## src/btff_pkg.sv

```systemverilog
// shared types and constants of the boundary tag first fit allocator
`default_nettype none
package btff_pkg;

    localparam int unsigned HEAP_BYTES_DEF      = 65536;
    localparam int unsigned MIN_SPLIT_BYTES_DEF = 16;
    localparam int unsigned OFF_W               = 17;
    localparam int unsigned TAG_W               = 18;
    localparam int unsigned CFG_W               = 17;

    localparam logic [OFF_W-1:0] FIRST_BP   = 17'd16;
    localparam logic [OFF_W-1:0] MIN_FIRST  = 17'd24;
    localparam logic [OFF_W-1:0] PRO_HDR    = 17'd4;
    localparam logic [OFF_W-1:0] PRO_FTR    = 17'd8;
    localparam logic [OFF_W-1:0] FIRST_HDR  = 17'd12;
    localparam logic [TAG_W-1:0] PRO_TAG    = 18'd9;
    localparam logic [TAG_W-1:0] EPI_TAG    = 18'd1;

    localparam logic [1:0] ST_OK     = 2'd0;
    localparam logic [1:0] ST_IGNORE = 2'd1;
    localparam logic [1:0] ST_NOMEM  = 2'd2;

    localparam logic CFG_HEAP_LIMIT = 1'b0;
    localparam logic CFG_GROW_CHUNK = 1'b1;

    localparam logic ACT_ALLOC = 1'b0;
    localparam logic ACT_FREE  = 1'b1;

    typedef enum logic [5:0] {
        C_IDLE, C_LOAD,
        C_INIT_W0, C_INIT_W1, C_INIT_W2, C_INIT_W3, C_INIT_W4,
        C_RD_HDR, C_BP_ADV,
        C_GROW_W0, C_GROW_W1, C_GROW_W2,
        C_RD_NEXT, C_MRG_W0, C_MRG_W1, C_RD_PFT, C_RD_PHDR, C_PM,
        C_PL_A, C_PL_B, C_PL_SA, C_PL_SB, C_PL_SC, C_PL_SD,
        C_FR_W0, C_FR_W1,
        C_ST1, C_ST2, C_EMIT
    } t_cmd;

    typedef enum logic [5:0] {
        S_IDLE, S_DISPATCH,
        S_INIT0, S_INIT1, S_INIT2, S_INIT3, S_INIT4,
        S_REQ, S_FF_TEST, S_FF_CHK,
        S_GROW, S_GROW1, S_GROW2,
        S_CO_RD, S_CO_NX, S_CO_N, S_CO_M1, S_CO_PF, S_CO_PC, S_CO_PU,
        S_CO_PN, S_CO_PM1, S_CO_END,
        S_PL_RD, S_PL_CHK, S_PL_B, S_PL_SB, S_PL_SC, S_PL_SD,
        S_FR_TEST, S_FR_CHK, S_FR_W1,
        S_ST1, S_ST2, S_EMIT
    } t_state;

    typedef struct packed {
        logic is_free;
        logic ready;
        logic init_fits;
        logic req_zero;
        logic addr_zero;
        logic bp_lt_end;
        logic bp_le_addr;
        logic bp_eq_addr;
        logic rd_zero;
        logic rd_used;
        logic rd_fit;
        logic grow_ok;
        logic prev_ok;
        logic split;
        logic out_busy;
    } t_flags;

endpackage
`default_nettype wire

```

## src/btff_ctrl.sv

```systemverilog
// sequencing state machine of the allocator
`default_nettype none
module btff_ctrl (
    input  wire               i_clk,
    input  wire               i_rst_n,
    input  wire               i_in_valid,
    output logic              o_in_ready,
    input  btff_pkg::t_flags  i_flags,
    output btff_pkg::t_cmd    o_cmd
);
    import btff_pkg::*;

    t_state r_state, n_state;

    always_ff @(posedge i_clk) begin
        if (!i_rst_n) begin
            r_state <= S_IDLE;
        end else begin
            r_state <= n_state;
        end
    end

    always_comb begin
        n_state    = r_state;
        o_cmd      = C_IDLE;
        o_in_ready = 1'b0;
        unique case (r_state)
            S_IDLE: begin
                o_in_ready = 1'b1;
                if (i_in_valid) begin
                    o_cmd = C_LOAD; n_state = S_DISPATCH;
                end
            end
            S_DISPATCH: begin
                priority if (i_flags.is_free) begin
                    n_state = (i_flags.addr_zero || !i_flags.ready) ? S_ST1 : S_FR_TEST;
                end else if (!i_flags.ready) begin
                    n_state = i_flags.init_fits ? S_INIT0 : S_ST2;
                end else begin
                    n_state = S_REQ;
                end
            end
            S_INIT0: begin o_cmd = C_INIT_W0; n_state = S_INIT1; end
            S_INIT1: begin o_cmd = C_INIT_W1; n_state = S_INIT2; end
            S_INIT2: begin o_cmd = C_INIT_W2; n_state = S_INIT3; end
            S_INIT3: begin o_cmd = C_INIT_W3; n_state = S_INIT4; end
            S_INIT4: begin o_cmd = C_INIT_W4; n_state = S_REQ; end
            S_REQ: n_state = i_flags.req_zero ? S_ST1 : S_FF_TEST;
            S_FF_TEST: begin
                if (!i_flags.bp_lt_end) begin
                    n_state = S_GROW;
                end else begin
                    o_cmd = C_RD_HDR; n_state = S_FF_CHK;
                end
            end
            S_FF_CHK: begin
                priority if (i_flags.rd_zero) begin
                    n_state = S_GROW;
                end else if (i_flags.rd_fit) begin
                    n_state = S_PL_CHK;
                end else begin
                    o_cmd = C_BP_ADV; n_state = S_FF_TEST;
                end
            end
            S_GROW: begin
                if (!i_flags.grow_ok) begin
                    n_state = S_ST2;
                end else begin
                    o_cmd = C_GROW_W0; n_state = S_GROW1;
                end
            end
            S_GROW1: begin o_cmd = C_GROW_W1; n_state = S_GROW2; end
            S_GROW2: begin o_cmd = C_GROW_W2; n_state = S_CO_RD; end
            S_CO_RD: begin o_cmd = C_RD_HDR; n_state = S_CO_NX; end
            S_CO_NX: begin o_cmd = C_RD_NEXT; n_state = S_CO_N; end
            S_CO_N: begin
                if (!i_flags.rd_used) begin
                    o_cmd = C_MRG_W0; n_state = S_CO_M1;
                end else begin
                    n_state = S_CO_PF;
                end
            end
            S_CO_M1: begin o_cmd = C_MRG_W1; n_state = S_CO_PF; end
            S_CO_PF: begin o_cmd = C_RD_PFT; n_state = S_CO_PC; end
            S_CO_PC: begin
                if (i_flags.prev_ok) begin
                    o_cmd = C_RD_PHDR; n_state = S_CO_PU;
                end else begin
                    n_state = S_CO_END;
                end
            end
            S_CO_PU: begin
                if (!i_flags.rd_used) begin
                    o_cmd = C_PM; n_state = S_CO_PN;
                end else begin
                    n_state = S_CO_END;
                end
            end
            S_CO_PN: begin
                if (!i_flags.rd_used) begin
                    o_cmd = C_MRG_W0; n_state = S_CO_PM1;
                end else begin
                    n_state = S_CO_END;
                end
            end
            S_CO_PM1: begin o_cmd = C_MRG_W1; n_state = S_CO_END; end
            S_CO_END: n_state = i_flags.is_free ? S_EMIT : S_PL_RD;
            S_PL_RD: begin o_cmd = C_RD_HDR; n_state = S_PL_CHK; end
            S_PL_CHK: begin
                if (i_flags.split) begin
                    o_cmd = C_PL_SA; n_state = S_PL_SB;
                end else begin
                    o_cmd = C_PL_A; n_state = S_PL_B;
                end
            end
            S_PL_B:  begin o_cmd = C_PL_B;  n_state = S_EMIT; end
            S_PL_SB: begin o_cmd = C_PL_SB; n_state = S_PL_SC; end
            S_PL_SC: begin o_cmd = C_PL_SC; n_state = S_PL_SD; end
            S_PL_SD: begin o_cmd = C_PL_SD; n_state = S_EMIT; end
            S_FR_TEST: begin
                if (!(i_flags.bp_lt_end && i_flags.bp_le_addr)) begin
                    n_state = S_ST1;
                end else begin
                    o_cmd = C_RD_HDR; n_state = S_FR_CHK;
                end
            end
            S_FR_CHK: begin
                priority if (i_flags.rd_zero) begin
                    n_state = S_ST1;
                end else if (i_flags.bp_eq_addr) begin
                    if (i_flags.rd_used) begin
                        o_cmd = C_FR_W0; n_state = S_FR_W1;
                    end else begin
                        n_state = S_ST1;
                    end
                end else begin
                    o_cmd = C_BP_ADV; n_state = S_FR_TEST;
                end
            end
            S_FR_W1: begin o_cmd = C_FR_W1; n_state = S_CO_RD; end
            S_ST1: begin o_cmd = C_ST1; n_state = S_EMIT; end
            S_ST2: begin o_cmd = C_ST2; n_state = S_EMIT; end
            S_EMIT: begin
                if (!i_flags.out_busy) begin
                    o_cmd = C_EMIT; n_state = S_IDLE;
                end
            end
            default: n_state = S_IDLE;
        endcase
    end

endmodule
`default_nettype wire

```

## config.mk

```make
export PLATFORM = sky130hd
export DESIGN_NAME = btff_ctrl
export DESIGN_NICKNAME = d
export VERILOG_FILES = /design/src/btff_pkg.sv /design/src/btff_ctrl.sv
export SDC_FILE = /design/constraint.sdc
export NUM_CORES = 1
export LEC_CHECK = 0
export BUFFER_PORTS_ARGS = -buffer_cell sky130_fd_sc_hd__buf_2
export CELL_PAD_IN_SITES_DETAIL_PLACEMENT = 2
export CELL_PAD_IN_SITES_GLOBAL_PLACEMENT = 2
export CORE_MARGIN = 2
export CORE_UTILIZATION = 28
export DETAILED_ROUTE_END_ITERATION = 16
export PLACE_DENSITY = 0.86
export SKIP_CTS_REPAIR_TIMING = 1
export SYNTH_ARGS = -nofsm -noshare
export SYNTH_HDL_FRONTEND = slang
export SYNTH_SLANG_ARGS = --single-unit
```

## constraint.sdc

```tcl
create_clock -name i_clk -period 1.6 [get_ports i_clk]
set_input_delay 0.32 -clock i_clk [delete_from_list [all_inputs] [get_ports i_clk]]
set_output_delay 0.32 -clock i_clk [all_outputs]
set_load 0.01 [all_outputs]
```

==> summary.md, run 1 <==
- -0.52 ns — r2r setup slk
- 1.07 nW — P_leak
- 16 — maximum number of pins on one net before global-route repair
- 218 — post-synthesis cell count
- 2,513 — number of global-route vias before repair
- 6.57 — via-per-instance ratio
- 8 — number of cells on the worst reg-to-reg path
- flip-flop — crit path launch type
- 0.0241 — xor-xnor portion of the synthesized cell area
- r_state (6) — largest registers ranked by flip-flop count
- 0.584 — max-slew headroom at the worst pin
- 12 — final setup violation count
- 2,462 — vias
- 0 — number of antenna violations at the first check in global routing
- 0.959 — gpl congestion
- 0 — total global routing overflow
- 0.903 mV — Worst VDD drop
- 562 — total of fill cells in the finished design
- 6 — total number of clock tree sinks
- 3 — cts bufs inserted
- 0 — Post-DRT Antenna Nets
- 1460 um^2 — post-synthesis instance area
- flip-flop to output pin — Worst Setup Path Type
- 0 — EDFF count, synth
- 2.17 mW — net switching component of the power
- 1.47 — crit share post-route
- 76.1 um — height of the die
- 1.87 mW — cell-internal power
- r_state[2] — hold path endpoint
- input pin to flip-flop — Tightest Hold Check Type
- 0.060 — part of the power in the clock network
- 1 — H-tree levels
- 0 — max-cap violations
- 426 MHz — FMAX
- r_state[0] — Worst R2R End
- 26 — Row Count
- 0.081 — Seq pwr share
- yes — RSZ-0062 raised after global routing
- 0.56 ns — Max stage delay on crit path
- 325 — Nets
- i_rst_n — hold path start
- 0.23 ns — Worst-Skew Late Latency
- simple AND/OR/NAND/NOR gates — largest family of logic cells by synthesized area
- 32.3 um — average wire per standard cell
- 4.04 mW — post-route total power
- 0.859 — logic gate share of total power
- 4 — router iterations before antenna repair
- r_state[4] — Crit Reg-Reg Startpoint
- 1.28 ns — required time of the worst setup path
- clkbuf_8 — Root Buffer Master
- 0 — warning count from the yosys run
- 63 — library cells used by synthesis
- 0.618 ns — Tightest Pin Transition
- 0.0391 — global routing usage on met3
- 0.408 ns — worst slack on hold paths
- 0.564 — fraction of final layout cells sized beyond drive strength 1
- r_state — Biggest register
- dfxtp_1 — most common flop cell mapped by yosys
- done — CTS tree
- 0 — DRC violation count after routing
- 0 — share of async-settable or async-resettable flops after synthesis
- 0 — number of pins exceeding their max-slew limit in the final report
- 0 — arithmetic-cell share of the synthesized area counting full adders, half adders and majority gates
- 187 — Iter 0 DRT Violations
- 0.538 — Switching Share
- 2.35 ns — shortest clock period the worst path allows after layout
- 6 — flip-flop count of the largest register after layout
- met2 — GRT busiest layer
- 77.1% — synthesis-to-layout area growth
- -0.745 ns — final worst setup slack
- 0 — number of inserted diodes
- 5070 um^2 — standard cell core area
- 0.287 — Initial Util
- 0.628 — met2 layer usage reported by global route
- -0.522 ns — worst setup slack before clock tree synthesis
- 5790 um^2 — DIE AREA
- 0.0825 — share of synthesized area occupied by flip-flops and latches
- 23 — IO buf count
- 0.338 — Global Route Usage Sum
- or4b_4 — crit path max-delay cell type
- 0.0146 — mux share of post-synthesis cell area
- 236 — Post-Syn Nets
- output pin — endpoint class of the critical path
- 2.03 ns — CP arrival
- 0.04 ns — clock-pin transition on the worst setup and hold timing paths
- 6 — number of register bits inferred by synthesis
- setup timing — violations in the final reports
- 15,000 um — wire length of the first global-routing pass
- 0.395 — GR Util met1
- 0.340 — area fraction in compound gates after synthesis
- 12,100 um — post-detailed-routing wire length
- 0.432 — simple-gate portion of the synthesized area
- 366 — # placed instances
- 1570 nW/um^2 — power per standard cell area
- 76.1 um — horizontal die dimension
- 2 — worst hold stages
- 0.00758 ns — post-route clock skew
- 0 — final number of hold-violating endpoints
- 2 — Max Buffers Root-to-Sink
- 25 — Boundary Pins
- 8 — Critical Path Fanout Max
- 6.68 um^2 — syn avg cell area
- or4b_4, nor3_4, a41oi_1, o22a_1, nand4_1, buf_2 — list of cells traversed by the critical path
- 0.508 — Final Util
- 375 — Cell Count, Final, Fillers Out
- 7540 um — placed wire-length estimate after detailed placement
- finished, violations left — run status
==> cells in the mapped netlist (4+ instances only) <==
| master | instances | area share |
|---|---|---|
| nand4_1 | 5 | 0.021 |
| a32oi_1 | 4 | 0.024 |
| buf_6 | 4 | 0.031 |
| a211oi_1 | 6 | 0.031 |
| nor3_1 | 11 | 0.038 |
| a31oi_1 | 5 | 0.021 |
| inv_1 | 7 | 0.018 |
| nand2b_1 | 11 | 0.047 |
| nand2_1 | 22 | 0.057 |
| nor2_1 | 19 | 0.049 |
| o22ai_1 | 4 | 0.017 |
| nor4_1 | 4 | 0.017 |
| nand3_1 | 5 | 0.017 |
| a21oi_1 | 9 | 0.031 |
| buf_2 | 10 | 0.034 |
| nor2b_1 | 11 | 0.047 |
| dfxtp_1 | 6 | 0.082 |
| o21ai_0 | 7 | 0.024 |
==> final cells by class <==
class                   instances  area (um^2)  share of cell area
multi-input cells             185         1500               0.583
repair buffers                104          786               0.305
flip-flops and latches          6          135              0.0524
well taps                      70         87.6              0.0339
clock buffers                   3         41.3              0.0160
inverters                       7         26.3              0.0102
==> critical path, delay by kind of cell, from the launching register on <==
kind                   cells  cell delay (ns)
AND/OR/NAND/NOR            3             0.89
flip-flops                 1             0.39
AO/OA/AOI/OAI              2             0.36
buffers and inverters      1             0.16
==> cells in the final DEF (no fill, tap or decap), types with 4 or more instances in the layout <==
cell,netlist,final
buf_4,2,70
buf_2,10,23
nand2_1,22,18
nor2_1,19,15
nand2b_1,11,11
buf_6,4,8
nor2b_1,11,7
nor3_1,11,6
inv_1,7,6
a21oi_1,9,6
a211oi_2,0,5
nand4_1,5,5
o22ai_1,4,4
nor3_2,2,4
a31oi_1,5,4
==> cell families (layout without fill, tap and decap cells) <==
group | count (synthesis) | in the layout
AOI/OAI and AO/OA | 67 | 67
muxes | 2 | 2
xor gates and xnor gates | 4 | 4
and+or+nand+nor | 111 | 111
buffers and inverters | 27 | 114
DFF | 6 | 6
other | 1 | 1
==> routing by layer <==
| metal | part of all wire | wire length, um |
|---|---|---|
| met1 | 0.39 | 4700 |
| met3 | 0.070 | 852 |
| met2 | 0.46 | 5630 |
| met5 | 0 | 0 |
| met4 | 0.078 | 943 |
==> through the flow <==
stage | instance area (um^2) | setup TNS [ns]
floorplan | 1510 | -0.370
global placement | 2130 | -2.70
detailed placement | 2130 | -4.43
CTS | 2180 | -6.52
global route | 2580 | -5.62
finish | 2580 | -5.57
==> power groups by stage <==
stage	registers [mW]	logic [mW]	clock network [mW]
floorplan	0.235	1.37	0
global placement	0.255	2.46	0
detailed placement	0.273	2.67	0
CTS	0.278	2.74	0.235
global route	0.321	3.58	0.256
finish	0.327	3.48	0.242
==> how the worst max path moves through the flow <==
stage	startpoint	end	slack [ns]	depth (start not counted)
after floorplan	r_state[5]	o_cmd[2]	-0.12	5
after global placement	r_state[0]	r_state[0]	-0.37	6
after detailed placement	r_state[1]	o_cmd[2]	-0.52	7
after CTS	r_state[1]	o_cmd[2]	-0.80	7
after global routing	r_state[1]	o_cmd[2]	-0.76	6
final	r_state[1]	o_cmd[2]	-0.75	6
No activity file was read; power rests on OpenSTA's default activity.
==> run 2: changes to the inputs <==
--- a/config.mk
+++ b/config.mk
@@ -9,9 +9,9 @@
 export CELL_PAD_IN_SITES_DETAIL_PLACEMENT = 2
 export CELL_PAD_IN_SITES_GLOBAL_PLACEMENT = 2
 export CORE_MARGIN = 2
-export CORE_UTILIZATION = 28
+export CORE_UTILIZATION = 27
 export DETAILED_ROUTE_END_ITERATION = 16
-export PLACE_DENSITY = 0.86
+export PLACE_DENSITY = 0.84
 export SKIP_CTS_REPAIR_TIMING = 1
 export SYNTH_ARGS = -nofsm -noshare
 export SYNTH_HDL_FRONTEND = slang
==> run 2 against run 1 <==
  * Clock power up 5%
  * Global-route usage down 4.0 points
  * Critical path type unchanged
  * Clock skew about the same
  * Largest cell class unchanged
  * The run still ends with setup timing left
  * Sequential power down 10%
  * Die area up 3.5%
==> summary.md, run 2 (synthesized netlist as in run 1, its figures left out) <==
- finished, violations left — run status
- setup timing — violations in the final reports
- 1.85 mW — cell-internal power
- 2530 um^2 — summed area of non-filler cells in the final layout
- 1.48 — crit share post-route
- 6.42 — via-per-instance ratio
- 2 — Max Buffers Root-to-Sink
- 0.528 ns — Tightest Pin Transition
- 23 — IO buf count
- 0.00733 ns — post-route clock skew
- 5 — router iterations before antenna repair
- 564 — total of fill cells in the finished design
- output pin — endpoint class of the critical path
- 362 — # placed instances
- 1560 nW/um^2 — power per standard cell area
- 2.09 mW — net switching component of the power
- 0.24 ns — Worst-Skew Late Latency
- input pin to flip-flop — Tightest Hold Check Type
- buf_4, buf_2, nand2_1 — highest-count cells in the layout ignoring fill and taps
- -0.772 ns — final worst setup slack
- 0.861 — logic gate share of total power
- 0.530 — Switching Share
- flip-flop — crit path launch type
- 13,900 um — wire length of the first global-routing pass
- 219 — Iter 0 DRT Violations
- 0 — number of antenna violations at the first check in global routing
- 26 — Row Count
- 0.282 — Initial Util
- yes — RSZ-0062 raised after global routing
- 30.2 um — average wire per standard cell
- 5170 um^2 — standard cell core area
- 0 — number of pins exceeding their max-slew limit in the final report
- 6 — total number of clock tree sinks
- 25 — Boundary Pins
- 0.065 — part of the power in the clock network
- 0 — DRC violation count after routing
- flip-flop to output pin — Worst Setup Path Type
- 0 — total global routing overflow
- 19 — maximum number of pins on one net before global-route repair
- 2.37 ns — shortest clock period the worst path allows after layout
- buf_4 — most common cell after layout, fill and taps aside
- 2.05 ns — CP arrival
- 77.4 um — height of the die
- 321 — Nets
- 0.994 — gpl congestion
- 0.074 — Seq pwr share
- 0 — final number of hold-violating endpoints
- 0 — number of inserted diodes
- r_state — Biggest register
- r_state (6) — largest registers ranked by flip-flop count
- 0.05 ns — clock-pin transition on the worst setup and hold timing paths
- 371 — Cell Count, Final, Fillers Out
- -0.33 ns — r2r setup slk
- 2,447 — number of global-route vias before repair
- 133 um^2 — register area
- 0.298 — Global Route Usage Sum
- 1490 um^2 — area of combinational cells with multiple inputs
- 8 — number of cells on the worst reg-to-reg path
- -4.87 ns — TNS Setup
- 422 MHz — FMAX
- 73.7% — synthesis-to-layout area growth
- 2,381 — vias
- 1 — H-tree levels
- 0.719 mV — Worst VDD drop
- 0.645 — max-slew headroom at the worst pin
- done — CTS tree
- 0 — Post-DRT Antenna Nets
- 2 — worst hold stages
- 11,200 um — post-detailed-routing wire length
- 6000 um^2 — DIE AREA
- 77.4 um — horizontal die dimension
- 12 — final setup violation count
- 13 — Critical Path Fanout Max
- 0.558 — fraction of final layout cells sized beyond drive strength 1
- 1.05 nW — P_leak
- 7280 um — placed wire-length estimate after detailed placement
- clkbuf_8 — Root Buffer Master
- 0 — max-cap violations
- 1.28 ns — required time of the worst setup path
- 3 — cts bufs inserted
- 6 — flip-flop count of the largest register after layout
- 2120 um^2 — placed cell areas
[run 2: cell types whose count changed in the layout (fill, tap and decap cells not counted), moves of 2 or more]
cell	delta
nor3_2	-3
nand2b_1	-3
nor3_1	+2
nand2_2	-2
o21ai_0	-3
nand2_1	+2
nor2_2	+3
nor2_1	-2
nand2b_4	+2
o21ai_1	+3
buf_6	-4
[run 2: power by group through the flow]
stage / registers [mW] / logic (mW) / clock network [mW]
floorplan: 0.235 / 1.37 / 0
global placement: 0.256 / 2.41 / 0
detailed placement: 0.266 / 2.63 / 0
finish: 0.293 / 3.39 / 0.254
global route: 0.299 / 3.52 / 0.261
CTS: 0.265 / 2.64 / 0.247
[run 2: through the flow]
stage | worst slack (ns) | power [mW] | hold slack (ns) | util
2_1_floorplan | -0.118 | 1.60 | 0.437 | -
3_3_place_gp | -0.366 | 2.67 | 0.621 | 0.409
3_5_place_dp | -0.503 | 2.89 | 0.623 | 0.409
4_1_cts | -0.679 | 3.15 | 0.373 | 0.417
5_1_grt | -0.819 | 4.08 | 0.396 | 0.489
6_report | -0.772 | 3.94 | 0.386 | 0.489
[run 2: per-layer routing]
layer | wire, um | track usage | vias to the layer above
met2 | 5280 | 0.538 | 151
met3 | 714 | 0.0244 | 54
met1 | 4480 | 0.351 | 1181
met5 | 0 | 0 | -
li1 | - | - | 995
met4 | 730 | 0.145 | 0
[run 2: cell type report]
class | count | share of cell area
Tap cell | 70 | 0.0346
Inverter | 7 | 0.0119
Timing Repair Buffer | 100 | 0.295
Clock buffer | 3 | 0.0163
Sequential cell | 6 | 0.0524
Multi-Input combinational cell | 185 | 0.590
[run 2: worst paths after layout]
check,startpoint,endpoint
hold / removal,i_rst_n,r_state[3]
setup / recovery,r_state[0],o_cmd[4]
hold reg to reg,r_state[4],r_state[3]
setup reg to reg,r_state[1],r_state[0]
[run 2: worst max-delay path, stage by stage (launching register included)]
cell,delay (ns)
dfxtp_2,0.36
buf_12,0.16
buf_12,0.15
clkinvlp_4,0.16
a211oi_2,0.25
a211oi_1,0.09
o21ai_1,0.28
nand3_1,0.16
buf_2,0.19
==> run 3: changes to the inputs <==
--- a/config.mk
+++ b/config.mk
@@ -11,7 +11,9 @@
 export CORE_MARGIN = 2
 export CORE_UTILIZATION = 27
 export DETAILED_ROUTE_END_ITERATION = 16
+export GPL_ROUTABILITY_DRIVEN = 0
 export PLACE_DENSITY = 0.84
+export REMOVE_ABC_BUFFERS = 1
 export SKIP_CTS_REPAIR_TIMING = 1
 export SYNTH_ARGS = -nofsm -noshare
 export SYNTH_HDL_FRONTEND = slang
==> run 3 against run 2 <==
  * The flow now stops in global routing (5_1_grt)
  * Synthesized area is the same
  * Synthesized cell count stayed put
==> summary.md, run 3 <==
- nand2_1 — most common cell in the netlist
- clkbuf_8 — Root Buffer Master
- 6 — total number of clock tree sinks
- 77.4 um — height of the die
- 0 — share of async-settable or async-resettable flops after synthesis
- 0.0825 — share of synthesized area occupied by flip-flops and latches
- 3 — cts bufs inserted
- global routing (5_1_grt) — last flow stage reached
- 1 — H-tree levels
- -0.634 ns — worst setup slack before clock tree synthesis
- 218 — post-synthesis cell count
- stopped before the end — run status
- primary output — worst endpoint type
- 0 — warning count from the yosys run
- 0.282 — Initial Util
- 26 — Row Count
- dfxtp_1, nand2_1, nor2_1 — leading cell types by total area after synthesis
- 6 — number of register bits inferred by synthesis
- nand2_1, nor2_1, nand2b_1, nor2b_1, nor3_1 — top post-synthesis cells by count
- 16 — maximum number of pins on one net before global-route repair
- dfxtp_1 — most common flop cell mapped by yosys
- [ERROR DPL-0033] detailed placement checks failed during check placement. — first error line in the log
- 0 — number of antenna violations at the first check in global routing
- 2 — Max Buffers Root-to-Sink
- 7810 um — placed wire-length estimate after detailed placement
- 63 — library cells used by synthesis
- 25 — Boundary Pins
- dfxtp_1 — cell accounting for the most synthesized area
- 23 — IO buf count
- 6.68 um^2 — syn avg cell area
- o_cmd[1] — post-GRT worst EP
- 77.4 um — horizontal die dimension
- 0.0825 — top-area cell type share of the netlist area
- 1460 um^2 — post-synthesis instance area
- 0 — EDFF count, synth
## run 3: cell counts after synthesis
Identical to the previous run, type by type.
## run 3: through the flow
stage	setup TNS (ns)	instance area [um^2]	cells	hold slack, ns	utilization
after floorplan	-4.59	1330	198	0.437	-
after global placement	-3.61	2270	386	0.601	0.439
after detailed placement	-5.75	2270	386	0.624	0.439
after CTS	-7.40	2310	389	0.398	0.447
## run 3: kinds of logic after synthesis
group	Yosys count	synth area share
simple gates	111	0.432
flops	6	0.0825
xor+xnor	4	0.0241
compound gates	67	0.340
buf+inv	27	0.104
other cells	1	0.00257
mux	2	0.0146
==> run 4: changes to the inputs <==
--- a/config.mk
+++ b/config.mk
@@ -6,13 +6,11 @@
 export NUM_CORES = 1
 export LEC_CHECK = 0
 export BUFFER_PORTS_ARGS = -buffer_cell sky130_fd_sc_hd__buf_2
-export CELL_PAD_IN_SITES_DETAIL_PLACEMENT = 2
-export CELL_PAD_IN_SITES_GLOBAL_PLACEMENT = 2
 export CORE_MARGIN = 2
-export CORE_UTILIZATION = 27
+export CORE_UTILIZATION = 20
 export DETAILED_ROUTE_END_ITERATION = 16
 export GPL_ROUTABILITY_DRIVEN = 0
-export PLACE_DENSITY = 0.84
+export PLACE_DENSITY_LB_ADDON = 0.15
 export REMOVE_ABC_BUFFERS = 1
 export SKIP_CTS_REPAIR_TIMING = 1
 export SYNTH_ARGS = -nofsm -noshare
==> constraint.sdc (replaced) <==
create_clock -name i_clk -period 2.1 [get_ports i_clk]
set_input_delay 0.42 -clock i_clk [delete_from_list [all_inputs] [get_ports i_clk]]
set_output_delay 0.42 -clock i_clk [all_outputs]
set_load 0.01 [all_outputs]
==> run 4 against run 3 <==
  * The flow now finishes, with violations (setup timing)
==> summary.md, run 4 (synthesized netlist as in run 1, its figures left out) <==
- finished, violations left — run status
- setup timing — violations in the final reports
- 10,100 um — wire length of the first global-routing pass
- 2.33 ns — shortest clock period the worst path allows after layout
- output pin — endpoint class of the critical path
- 25 — maximum number of pins on one net before global-route repair
- 377 — Cell Count, Final, Fillers Out
- 7140 um^2 — standard cell core area
- 143 um^2 — register area
- r_state — Biggest register
- 23 — IO buf count
- yes — RSZ-0062 raised after global routing
- 0.00675 ns — post-route clock skew
- r_state[2] — Setup crit start
- 0 — max-cap violations
- 0.17 ns — r2r setup slk
- 1 — H-tree levels
- buf_4, buf_2, nand2_1 — highest-count cells in the layout ignoring fill and taps
- 0 — number of antenna violations at the first check in global routing
- simple AND/OR/NAND/NOR gates — Top Family by Delay on Critical Path
- clkbuf_8 — Root Buffer Master
- 31 — Row Count
- 0.58 ns — Max stage delay on crit path
- 7980 um^2 — DIE AREA
- r_state[3] — Crit Reg-Reg Startpoint
- 1070 nW/um^2 — power per standard cell area
- -0.226 ns — final worst setup slack
- 17.9 um — average wire per standard cell
- -0.0723 ns — worst setup slack before clock tree synthesis
- 369 — # placed instances
- 1,991 — vias
- flip-flop to output pin — Worst Setup Path Type
- 0 — number of pins exceeding their max-slew limit in the final report
- 1,906 — number of global-route vias before repair
- 1.68 ns — required time of the worst setup path
- 0.168 — Global Route Usage Sum
- 1320 um^2 — area of combinational cells with multiple inputs
- 89.3 um — height of the die
- 0 — Post-DRT Antenna Nets
- flip-flop — crit path launch type
- 430 MHz — FMAX
- 795 — total of fill cells in the finished design
- 147 — Iter 0 DRT Violations
- input pin to flip-flop — Tightest Hold Check Type
- 4 — router iterations before antenna repair
- 298 — Nets
- 0 — DRC violation count after routing
- 0.303 mV — Worst VDD drop
- 4 — final setup violation count
- i_rst_n — hold path start
- 0.920 nW — P_leak
- or4b_4, nor3_4, a41oi_2, o22a_1, o2111ai_2, buf_2 — list of cells traversed by the critical path
- done — CTS tree
- 2 — Max Buffers Root-to-Sink
- 0 — final number of hold-violating endpoints
- 6 — flip-flop count of the largest register after layout
- 1.91 ns — CP arrival
- 89.3 um — horizontal die dimension
- 6 — total number of clock tree sinks
- 5 — Critical Path Fanout Max
- 0 — number of inserted diodes
- 5130 um — placed wire-length estimate after detailed placement
- 0.414 — fraction of final layout cells sized beyond drive strength 1
- 0.204 — Initial Util
- 1.11 — crit share post-route
- r_state (6) — largest registers ranked by flip-flop count
- 55.8% — synthesis-to-layout area growth
- 0.04 ns — clock-pin transition on the worst setup and hold timing paths
- or4b_4 — crit path max-delay cell type
- 5.28 — via-per-instance ratio
- 2.44 mW — post-route total power
- 1 — Crit path buffers/inverters
- 6760 um — post-detailed-routing wire length
- 0.318 — Final Util
- 0.24 ns — Worst-Skew Late Latency
- 25 — Boundary Pins
- buf_4 — most common cell after layout, fill and taps aside
- 0 — total global routing overflow
- 3 — cts bufs inserted
## run 4: worst reg2reg max path: stages (launching register included)
cell	delay (ns)
dfxtp_4	0.36
buf_4	0.16
buf_4	0.14
nor4b_2	0.38
buf_4	0.20
nand2_1	0.08
o21ai_0	0.24
a211oi_1	0.11
a31oi_1	0.17
## run 4: final cells by class
class                           instances  share of cell area
Clock buffer                            3              0.0182
Inverter                                7              0.0116
Multi-Input combinational cell        185               0.581
Sequential cell                         6              0.0628
Tap cell                               99              0.0546
Timing Repair Buffer                   77               0.272
## run 4: path summary, 6_finish.rpt
kind	endpoint	cells after the start
worst min register to register	r_state[4]	3
worst min-delay path	r_state[3]	2
worst max-delay path	o_cmd[1]	6
worst max register to register	r_state[5]	8
## run 4: report_power, final
| group | switching, mW | internal, mW | total [mW] | leakage [nW] |
|---|---|---|---|---|
| clock | 0.0635 | 0.124 | 0.188 | 0.0216 |
| combinational | 1.05 | 0.967 | 2.01 | 0.845 |
| sequential | 0.0689 | 0.168 | 0.237 | 0.0534 |
| total | 1.18 | 1.26 | 2.44 | 0.920 |
## run 4: stage by stage
step	TNS (ns)	hold slack (ns)	instance area, um^2
after floorplan	-0.467	0.537	1330
after global placement	-0.431	0.724	1990
after detailed placement	-0.194	0.713	1990
after CTS	-1.35	0.481	2030
after global routing	-1.12	0.483	2270
final	-0.797	0.470	2270
## run 4: routing by layer
layer  GRT usage  vias up  wire [um]
met5           0        -          0
met4      0.0678        0        225
met3      0.0360       17        554
met2       0.275       81       3190
met1       0.213      938       2790
li1            -      955          -
